### src/rtl/assert_macros.svh
// Assertion helpers shared by the RTL files.
`ifndef ASSERT_MACROS_SVH
`define ASSERT_MACROS_SVH

// Check a property on every rising clock edge outside reset.
`define ASSERT_CLK(lbl, clk, rst_n, prop, msg) \
    lbl: assert property (@(posedge clk) disable iff (!rst_n) (prop)) else $error(msg);

// Check that a condition implies a consequence in the next clock cycle.
`define ASSERT_NEXT(lbl, clk, rst_n, cond, cons, msg) \
    `ASSERT_CLK(lbl, clk, rst_n, (cond) |=> (cons), msg)

`endif

### src/rtl/hsfd_pkg.sv
`timescale 1ns / 1ps
// ----------------------------------------------------------------------------
// hsfd_pkg: shared types and helpers for the humidity sensor frame decoder
// Payload structs, byte positions, CRC-8 step and divide-by-65535 helper.
// ----------------------------------------------------------------------------
package hsfd_pkg;

    localparam logic [7:0]  CRC_POLY   = 8'h31;
    localparam logic [7:0]  CRC_INIT   = 8'hFF;
    localparam logic [14:0] TEMP_SPAN  = 15'd17500;
    localparam logic [13:0] HUM_SPAN   = 14'd10000;
    localparam logic [15:0] TEMP_OFS   = 16'd4500;
    localparam logic [15:0] FULL_SCALE = 16'hFFFF;
    localparam int          PROD_W     = 31;
    localparam int          QDEPTH     = 2;
    localparam int          QPTR_W     = $clog2(QDEPTH);
    localparam int          QCNT_W     = $clog2(QDEPTH + 1);

    typedef enum logic [2:0] {
        POS_T_HI  = 3'd0,
        POS_T_LO  = 3'd1,
        POS_T_CRC = 3'd2,
        POS_H_HI  = 3'd3,
        POS_H_LO  = 3'd4,
        POS_H_CRC = 3'd5
    } t_pos;

    typedef struct packed {
        logic [7:0] rx_byte;
        logic       frame_start;
    } t_byte_in;

    typedef struct packed {
        logic signed [14:0] temp_centi_c;
        logic [13:0]        humidity_centi_pct;
        logic [15:0]        raw_temp;
        logic [15:0]        raw_humidity;
        logic               status;
    } t_result;

    // One completed frame, handed from the assembler to the converter.
    typedef struct packed {
        logic [15:0] raw_temp;
        logic [15:0] raw_humidity;
        logic        bad;
    } t_frame;

    typedef struct packed {
        logic full;
        logic empty;
    } t_q_stat;

    function automatic logic [7:0] crc8_byte(input logic [7:0] acc, input logic [7:0] b);
        logic [7:0] c;
        c = acc ^ b;
        for (int k = 0; k < 8; k++) begin
            c = c[7] ? ({c[6:0], 1'b0} ^ CRC_POLY) : {c[6:0], 1'b0};
        end
        return c;
    endfunction

    // floor(x / 65535): x = q0*65535 + r with q0 = x >> 16, one correction step.
    function automatic logic [15:0] div_full_scale(input logic [PROD_W-1:0] x);
        logic [14:0] q0;
        logic [16:0] r;
        q0 = x[PROD_W-1:16];
        r  = {1'b0, x[15:0]} + {2'b00, q0};
        return (r >= {1'b0, FULL_SCALE}) ? ({1'b0, q0} + 16'd1) : {1'b0, q0};
    endfunction

endpackage

### src/rtl/humidity_sensor_frame_decoder_top.sv
`timescale 1ns / 1ps
// ----------------------------------------------------------------------------
// humidity_sensor_frame_decoder_top: sensor frame decoder
// Checks six-byte temperature/humidity frames with CRC-8 and converts both
// words to hundredths.
//
//   channel  | handshake          | payload
//   ---------+--------------------+---------------------------------------
//   bytes in | i_push / o_full    | i_in  : rx_byte, frame_start
//   results  | o_empty / i_pop    | o_out : temps, humidity, raw words, status
//
// One byte is taken every cycle while o_full is low; the assembler updates CRC
// and position as each byte is taken. After the sixth byte a result passes the
// queue, the multiply stage and the divide correction into the output register.
// Synchronous active-low reset clears position, CRC to 0xFF and all valid bits.
// o_full rises only while the two-entry frame queue is full under output stall.
// ----------------------------------------------------------------------------
module humidity_sensor_frame_decoder_top (
    input  logic               i_clk,
    input  logic               i_rst_n,
    input  logic               i_push,
    output logic               o_full,
    input  hsfd_pkg::t_byte_in i_in,
    output logic               o_empty,
    input  logic               i_pop,
    output hsfd_pkg::t_result  o_out
);
    import hsfd_pkg::*;

    logic    v_accept;
    logic    v_fpush;
    logic    v_qpop;
    t_frame  v_frame_in;
    t_frame  v_frame_out;
    t_q_stat v_qstat;

    assign o_full   = v_qstat.full;
    assign v_accept = i_push && !o_full;

    hsfd_front u_front (
        .i_clk    (i_clk),
        .i_rst_n  (i_rst_n),
        .i_accept (v_accept),
        .i_in     (i_in),
        .o_push   (v_fpush),
        .o_frame  (v_frame_in)
    );

    hsfd_queue u_queue (
        .i_clk   (i_clk),
        .i_rst_n (i_rst_n),
        .i_push  (v_fpush),
        .i_frame (v_frame_in),
        .i_pop   (v_qpop),
        .o_frame (v_frame_out),
        .o_stat  (v_qstat)
    );

    hsfd_back u_back (
        .i_clk     (i_clk),
        .i_rst_n   (i_rst_n),
        .i_frame   (v_frame_out),
        .i_q_empty (v_qstat.empty),
        .o_qpop    (v_qpop),
        .i_pop     (i_pop),
        .o_empty   (o_empty),
        .o_out     (o_out)
    );

endmodule

### src/rtl/hsfd_front.sv
`timescale 1ns / 1ps
// ----------------------------------------------------------------------------
// hsfd_front: frame assembler
// Tracks the byte position, runs the CRC-8 per word and emits a frame on the
// sixth byte.
// ----------------------------------------------------------------------------
module hsfd_front (
    input  logic              i_clk,
    input  logic              i_rst_n,
    input  logic              i_accept,
    input  hsfd_pkg::t_byte_in i_in,
    output logic              o_push,
    output hsfd_pkg::t_frame  o_frame
);
    import hsfd_pkg::*;

    t_pos        r_pos, n_pos;
    logic [7:0]  r_crc, n_crc;
    logic [15:0] r_temp, n_temp;
    logic [15:0] r_hum, n_hum;
    logic        r_tfail, n_tfail;

    t_pos        v_pos;
    logic [7:0]  v_crc;
    logic [7:0]  v_upd;

    always_ff @(posedge i_clk) begin
        if (!i_rst_n) begin
            r_pos   <= POS_T_HI;
            r_crc   <= CRC_INIT;
            r_temp  <= '0;
            r_hum   <= '0;
            r_tfail <= 1'b0;
        end else begin
            r_pos   <= n_pos;
            r_crc   <= n_crc;
            r_temp  <= n_temp;
            r_hum   <= n_hum;
            r_tfail <= n_tfail;
        end
    end

    always_comb begin
        // restart drops a partial frame
        if (i_in.frame_start || (r_pos > POS_H_CRC)) begin
            v_pos = POS_T_HI;
            v_crc = CRC_INIT;
        end else begin
            v_pos = r_pos;
            v_crc = r_crc;
        end
        v_upd   = crc8_byte(v_crc, i_in.rx_byte);

        n_pos   = r_pos;
        n_crc   = r_crc;
        n_temp  = r_temp;
        n_hum   = r_hum;
        n_tfail = r_tfail;
        o_push  = 1'b0;
        o_frame.raw_temp     = r_temp;
        o_frame.raw_humidity = r_hum;
        o_frame.bad          = r_tfail | (v_crc != i_in.rx_byte);

        if (i_accept) begin
            case (v_pos)
                POS_T_HI: begin
                    n_temp = {i_in.rx_byte, r_temp[7:0]};
                    n_crc  = v_upd;
                    n_pos  = POS_T_LO;
                end
                POS_T_LO: begin
                    n_temp = {r_temp[15:8], i_in.rx_byte};
                    n_crc  = v_upd;
                    n_pos  = POS_T_CRC;
                end
                POS_T_CRC: begin
                    n_tfail = (v_crc != i_in.rx_byte);
                    n_crc   = CRC_INIT;
                    n_pos   = POS_H_HI;
                end
                POS_H_HI: begin
                    n_hum = {i_in.rx_byte, r_hum[7:0]};
                    n_crc = v_upd;
                    n_pos = POS_H_LO;
                end
                POS_H_LO: begin
                    n_hum = {r_hum[15:8], i_in.rx_byte};
                    n_crc = v_upd;
                    n_pos = POS_H_CRC;
                end
                POS_H_CRC: begin
                    o_push = 1'b1;
                    n_crc  = CRC_INIT;
                    n_pos  = POS_T_HI;
                end
                default: begin
                    n_crc = CRC_INIT;
                    n_pos = POS_T_HI;
                end
            endcase
        end
    end

endmodule

### src/rtl/hsfd_queue.sv
`timescale 1ns / 1ps
// ----------------------------------------------------------------------------
// hsfd_queue: short frame queue
// Two-entry FIFO between the assembler and the converter.
// ----------------------------------------------------------------------------
module hsfd_queue (
    input  logic              i_clk,
    input  logic              i_rst_n,
    input  logic              i_push,
    input  hsfd_pkg::t_frame  i_frame,
    input  logic              i_pop,
    output hsfd_pkg::t_frame  o_frame,
    output hsfd_pkg::t_q_stat o_stat
);
    import hsfd_pkg::*;

    `include "assert_macros.svh"

    t_frame            r_mem [QDEPTH];
    logic [QPTR_W-1:0] r_wr_ptr, r_rd_ptr;
    logic [QCNT_W-1:0] r_count, n_count;
    logic              v_push, v_pop;

    assign o_stat.full  = (r_count == QCNT_W'(QDEPTH));
    assign o_stat.empty = (r_count == '0);
    assign v_push       = i_push && !o_stat.full;
    assign v_pop        = i_pop && !o_stat.empty;
    assign o_frame      = r_mem[r_rd_ptr];

    always_comb begin
        n_count = r_count;
        if (v_push && !v_pop) begin
            n_count = r_count + QCNT_W'(1);
        end else if (v_pop && !v_push) begin
            n_count = r_count - QCNT_W'(1);
        end
    end

    always_ff @(posedge i_clk) begin
        if (v_push) begin
            r_mem[r_wr_ptr] <= i_frame;
        end
    end

    // depth is a power of two, pointers wrap on their own
    always_ff @(posedge i_clk) begin
        if (!i_rst_n) begin
            r_wr_ptr <= '0;
            r_rd_ptr <= '0;
            r_count  <= '0;
        end else begin
            if (v_push) begin
                r_wr_ptr <= r_wr_ptr + QPTR_W'(1);
            end
            if (v_pop) begin
                r_rd_ptr <= r_rd_ptr + QPTR_W'(1);
            end
            r_count <= n_count;
        end
    end

    `ASSERT_CLK(a_count_bound, i_clk, i_rst_n, r_count <= QCNT_W'(QDEPTH), "queue overfilled")
    `ASSERT_NEXT(a_push_grows, i_clk, i_rst_n, v_push && !v_pop, r_count == $past(r_count) + QCNT_W'(1), "push lost")

endmodule

### src/rtl/hsfd_back.sv
`timescale 1ns / 1ps
// ----------------------------------------------------------------------------
// hsfd_back: fixed-point converter
// Scales both raw words by their span, divides by full scale, subtracts the
// temperature offset and holds the result in the output register.
// ----------------------------------------------------------------------------
module hsfd_back (
    input  logic              i_clk,
    input  logic              i_rst_n,
    input  hsfd_pkg::t_frame  i_frame,
    input  logic              i_q_empty,
    output logic              o_qpop,
    input  logic              i_pop,
    output logic              o_empty,
    output hsfd_pkg::t_result o_out
);
    import hsfd_pkg::*;

    `include "assert_macros.svh"

    logic              r_v1, r_v2;
    logic [PROD_W-1:0] r_prod_t, r_prod_h;
    t_frame            r_frame1;
    t_result           r_out;
    logic              v_load1, v_load2;
    logic [15:0]       v_qt, v_qh;
    logic signed [15:0] v_tc;

    assign v_load2 = r_v1 && (!r_v2 || i_pop);
    assign v_load1 = !i_q_empty && (!r_v1 || v_load2);
    assign o_qpop  = v_load1;
    assign o_empty = !r_v2;
    assign o_out   = r_out;

    assign v_qt = div_full_scale(r_prod_t);
    assign v_qh = div_full_scale(r_prod_h);
    assign v_tc = $signed(v_qt) - $signed(TEMP_OFS);

    always_ff @(posedge i_clk) begin
        if (v_load1) begin
            r_prod_t <= PROD_W'(i_frame.raw_temp) * PROD_W'(TEMP_SPAN);
            r_prod_h <= PROD_W'(i_frame.raw_humidity) * PROD_W'(HUM_SPAN);
            r_frame1 <= i_frame;
        end
        if (v_load2) begin
            r_out.temp_centi_c       <= v_tc[14:0];
            r_out.humidity_centi_pct <= v_qh[13:0];
            r_out.raw_temp           <= r_frame1.raw_temp;
            r_out.raw_humidity       <= r_frame1.raw_humidity;
            r_out.status             <= r_frame1.bad;
        end
    end

    always_ff @(posedge i_clk) begin
        if (!i_rst_n) begin
            r_v1 <= 1'b0;
            r_v2 <= 1'b0;
        end else begin
            if (v_load1) begin
                r_v1 <= 1'b1;
            end else if (v_load2) begin
                r_v1 <= 1'b0;
            end
            if (v_load2) begin
                r_v2 <= 1'b1;
            end else if (i_pop) begin
                r_v2 <= 1'b0;
            end
        end
    end

    `ASSERT_NEXT(a_result_held, i_clk, i_rst_n, r_v2 && !i_pop, r_v2 && $stable(r_out), "result dropped")
    `ASSERT_NEXT(a_stage_held, i_clk, i_rst_n, r_v1 && !v_load2, r_v1, "product lost")

endmodule

### config.mk
export PLATFORM = sky130hd
export DESIGN_NAME = humidity_sensor_frame_decoder_top
export DESIGN_NICKNAME = d
export VERILOG_FILES = /design/src/rtl/hsfd_pkg.sv /design/src/rtl/humidity_sensor_frame_decoder_top.sv /design/src/rtl/hsfd_front.sv /design/src/rtl/hsfd_queue.sv /design/src/rtl/hsfd_back.sv
export VERILOG_INCLUDE_DIRS = /design/src /design/src/rtl
export SDC_FILE = /design/constraint.sdc
export NUM_CORES = 1
export LEC_CHECK = 0
export ABC_AREA = 1
export CAP_MARGIN = 10
export CORE_AREA = 5 5 200 202
export DETAILED_ROUTE_END_ITERATION = 12
export DIE_AREA = 0 0 205 207
export DONT_BUFFER_PORTS = 1
export SYNTH_ARGS = -nofsm -noshare
export SYNTH_HDL_FRONTEND = slang
export SYNTH_SLANG_ARGS = --single-unit
### constraint.sdc
create_clock -name i_clk -period 8.29 [get_ports i_clk]
set_input_delay 1.658 -clock i_clk [delete_from_list [all_inputs] [get_ports i_clk]]
set_output_delay 1.658 -clock i_clk [all_outputs]
set_load 0.02 [all_outputs]
==> impl_metrics.json <==
{
  "status": "completed",
  "start_kind": "flop",
  "nFillCells": 3533,
  "ys_ff_latch": 262,
  "syn_inst": 1681,
  "first_iter_violations": 507,
  "rr_worst_depth": 24,
  "grt_pass1_wl_mm": 56.3,
  "post-route-min-period_ns": 5.99,
  "routabilityCongestion": 0.880,
  "die_h_um": 207,
  "grtUsageMet2_pct": 26.6,
  "clockRootBuffer": "clkbuf_16",
  "num_antenna_cells": 0,
  "start_util_pct": 44.4,
  "rsz0062_at_grt": "false",
  "numPortBuffers": 0,
  "numCtsBuffers": 29,
  "area_growth_syn_to_layout_pct": 9.48,
  "finalMaxSlewViolations": 0,
  "setup-tns-final_ns": 0,
  "skew_ns": 0.0199,
  "overflow": 0,
  "worst_setup_path_end_kind": "flop",
  "clkTransAtPathRegs_ns": 0.06,
  "drt_wl_total_mm": 33.8,
  "hpwl_mm": 25.8,
  "finalCritPeriodShare_pct": 72.3,
  "rows": 72,
  "grt.met1_usage_pct": 22.7,
  "final_layout_size_suffix_gt1_share_pct": 6.79,
  "cts.htree.levels": 1,
  "worstSetupPathType": "reg -> reg",
  "ys_types": 45,
  "drtAntennaViolNets": 0,
  "grt_max_degree": 63,
  "setup_viol": 0,
  "wl_per_cell_um": 15.1,
  "die_area_um2": 42400,
  "drt-pass1-iter-count": 5,
  "tightest_slew_ns": 0.889,
  "cts_sinks": 262,
  "cts_tree": "done",
  "critical_path_required_ns": 8.62,
  "syn_area_per_cell_um2": 10.1,
  "worst-path-max-fanout": 55,
  "whs_path_depth": 0,
  "clock_latency_ns": 0.58,
  "seq_area_frac_synth_pct": 43.5,
  "core-area_um2": 38100,
  "hold_path.class": "reg -> reg",
  "nNetsFinal": 1991,
  "synth_fp_nets": 1970,
  "cts_resized": 0,
  "num_io_pins": 77,
  "cp.arrival_ns": 6.32,
  "grt_usage_pct": 16.2,
  "fmax_mhz": 167,
  "first_global_vias": 11018,
  "yosysWarnings": 0,
  "hold_violations": 0,
  "vias_per_cell": 4.79,
  "cts_buffer_depth": 3,
  "use_met3_pct": 2.53,
  "grt_antenna_before_repair": 0,
  "drcViolationCount": 0,
  "grt-busiest-layer": "met2",
  "synthesis.area_um2": 16900,
  "timing.slew.headroom_pct": 40.7,
  "via_count": 10744,
  "post_cts.repair.setup_buffers": 0,
  "max_cap_viol_count": 0,
  "cts_hold_buf": 0,
  "die_w_um": 205
}
==> critical path, stage by stage (launching register included) <==
cell	delay [ns]
dfxtp_1	0.30
buf_4	0.27
o21ai_0	0.51
inv_1	0.29
ha_1	0.36
fa_1	0.48
ha_1	0.31
ha_1	0.27
inv_1	0.05
fa_1	0.53
inv_1	0.04
ha_1	0.35
nand3_1	0.13
or2_0	0.12
nand3_1	0.10
a21boi_1	0.25
o21ai_1	0.13
a21boi_0	0.34
o21ai_1	0.16
a21boi_1	0.28
o21ai_1	0.17
nand2_1	0.11
nand2_1	0.05
nand2_1	0.06
nand2_1	0.04
==> sequential cells by signal, summed over array words and instances, names as in the netlist, 8 cells and up, named ones only <==
register,cells
u_queue.r_mem,66
u_back.o_out,62
u_back.r_frame1,33
u_back.r_prod_t,28
u_back.r_prod_h,22
u_front.r_hum,16
u_front.r_temp,16
u_front.r_crc,8
==> path summary, 6_finish.rpt <==
path / startpoint / to / slack [ns]
worst min register to register: u_back.r_frame1[14]$_DFFE_PP_ / u_back.o_out[14]$_DFFE_PP_ / 0.42
worst max-delay path: flop / u_back.r_prod_t[29]$_DFFE_PP_ / 2.30
worst max register to register: flop / u_back.r_prod_t[29]$_DFFE_PP_ / 2.30
worst min-delay path: u_back.r_frame1[14]$_DFFE_PP_ / u_back.o_out[14]$_DFFE_PP_ / 0.42
==> cell usage in the layout, fill, tap and decap left out, types with 3 or more instances in the layout <==
master | Yosys | final
nand2_2 | 15 | 15
xor2_1 | 71 | 71
or2_2 | 5 | 5
inv_2 | 8 | 8
xnor2_1 | 18 | 18
nand2_4 | 6 | 6
a21boi_0 | 3 | 3
o21ai_1 | 5 | 5
o21bai_1 | 4 | 4
fa_1 | 82 | 82
a21oi_1 | 92 | 91
clkinv_2 | 0 | 3
inv_6 | 0 | 3
nor3_1 | 10 | 10
dfxtp_1 | 51 | 51
bufinv_16 | 0 | 3
inv_1 | 325 | 324
clkinv_1 | 1 | 6
nor2_2 | 5 | 7
clkbuf_16 | 0 | 29
o22ai_1 | 3 | 3
o21ai_2 | 3 | 3
mux2_2 | 12 | 12
o21ai_0 | 69 | 69
nand4_1 | 15 | 15
nand3_1 | 65 | 65
a31oi_1 | 7 | 7
clkinv_4 | 0 | 4
nand3b_1 | 8 | 8
buf_4 | 0 | 7
nor2_1 | 73 | 71
nand2_1 | 283 | 283
edfxtp_1 | 211 | 211
ha_1 | 194 | 194
clkinvlp_4 | 0 | 3
nor4_1 | 4 | 4
==> synth_stat cells, drive strengths merged <==
master  count  area share [%]
nor4b       1           0.052
mux2       12            0.80
a21boi      5            0.22
o21bai      4            0.18
a21o        2           0.089
nor2       79             1.9
fa         82             9.7
nor4        4            0.15
edfxtp    211              37
clkbuf     13            0.29
o211ai      2           0.089
dfxtp      51             6.0
a21oi      93             2.8
xnor2      18            0.93
nand3b      8            0.36
a211oi      1           0.044
clkinv      1           0.022
o21ai      78             2.4
nor3       10            0.30
o22ai       3            0.11
ha        194              14
xor2       71             3.7
nand2     304             7.2
or2         7            0.26
nand3      67             2.0
nand4      15            0.56
o41ai       1           0.052
inv       333             7.4
a31oi       7            0.26
buf         4            0.21
==> cell families (layout without fill, tap and decap cells) <==
kind of cell | Yosys count | count (layout) | share of synthesized area (%)
and+or+nand+nor | 495 | 495 | 12.8
buffers and inverters | 351 | 394 | 7.91
adders and majority gates | 276 | 276 | 24.1
DFF | 262 | 262 | 43.5
AOI/OAI and AO/OA | 196 | 196 | 6.26
xor gates and xnor gates | 89 | 89 | 4.61
muxes | 12 | 12 | 0.799
==> per-layer routing <==
| metal | part of all wire, % | up-vias | routed length (um) |
|---|---|---|---|
| met2 | 46 | 152 | 15500 |
| met4 | 1.8 | 0 | 596 |
| met1 | 49 | 4995 | 16400 |
| li1 | - | 5550 | - |
| met3 | 3.9 | 47 | 1310 |
| met5 | 0 | - | 0 |
==> through the flow <==
stage | worst slack, ns | area, um2 | hold slack, ns | util (%) | cells
after global routing | 1.68 | 18500 | 0.431 | 48.6 | 2242
after floorplan | 2.74 | 16900 | 0.400 | - | 1681
after CTS | 2.16 | 18500 | 0.421 | 48.6 | 2242
final | 2.30 | 18500 | 0.418 | 48.6 | 2242
after detailed placement | 2.24 | 17500 | 0.406 | 46.0 | 2189
after global placement | 2.41 | 17500 | 0.400 | 46.0 | 2189
==> cell type report <==
class                      count  area, um2  share of cell area (%)
clock buffer                  31        733                    3.96
clock inverter                22        228                    1.23
inverter                     334       1250                    6.78
multi-input combinational   1068       8230                    44.5
sequential                   262       7360                    39.8
tap                          518        648                    3.50
timing repair buffer           7       52.6                   0.284
Power is not shown: default switching activity piles up to over one toggle a cycle in this logic, so the estimate is an artifact.
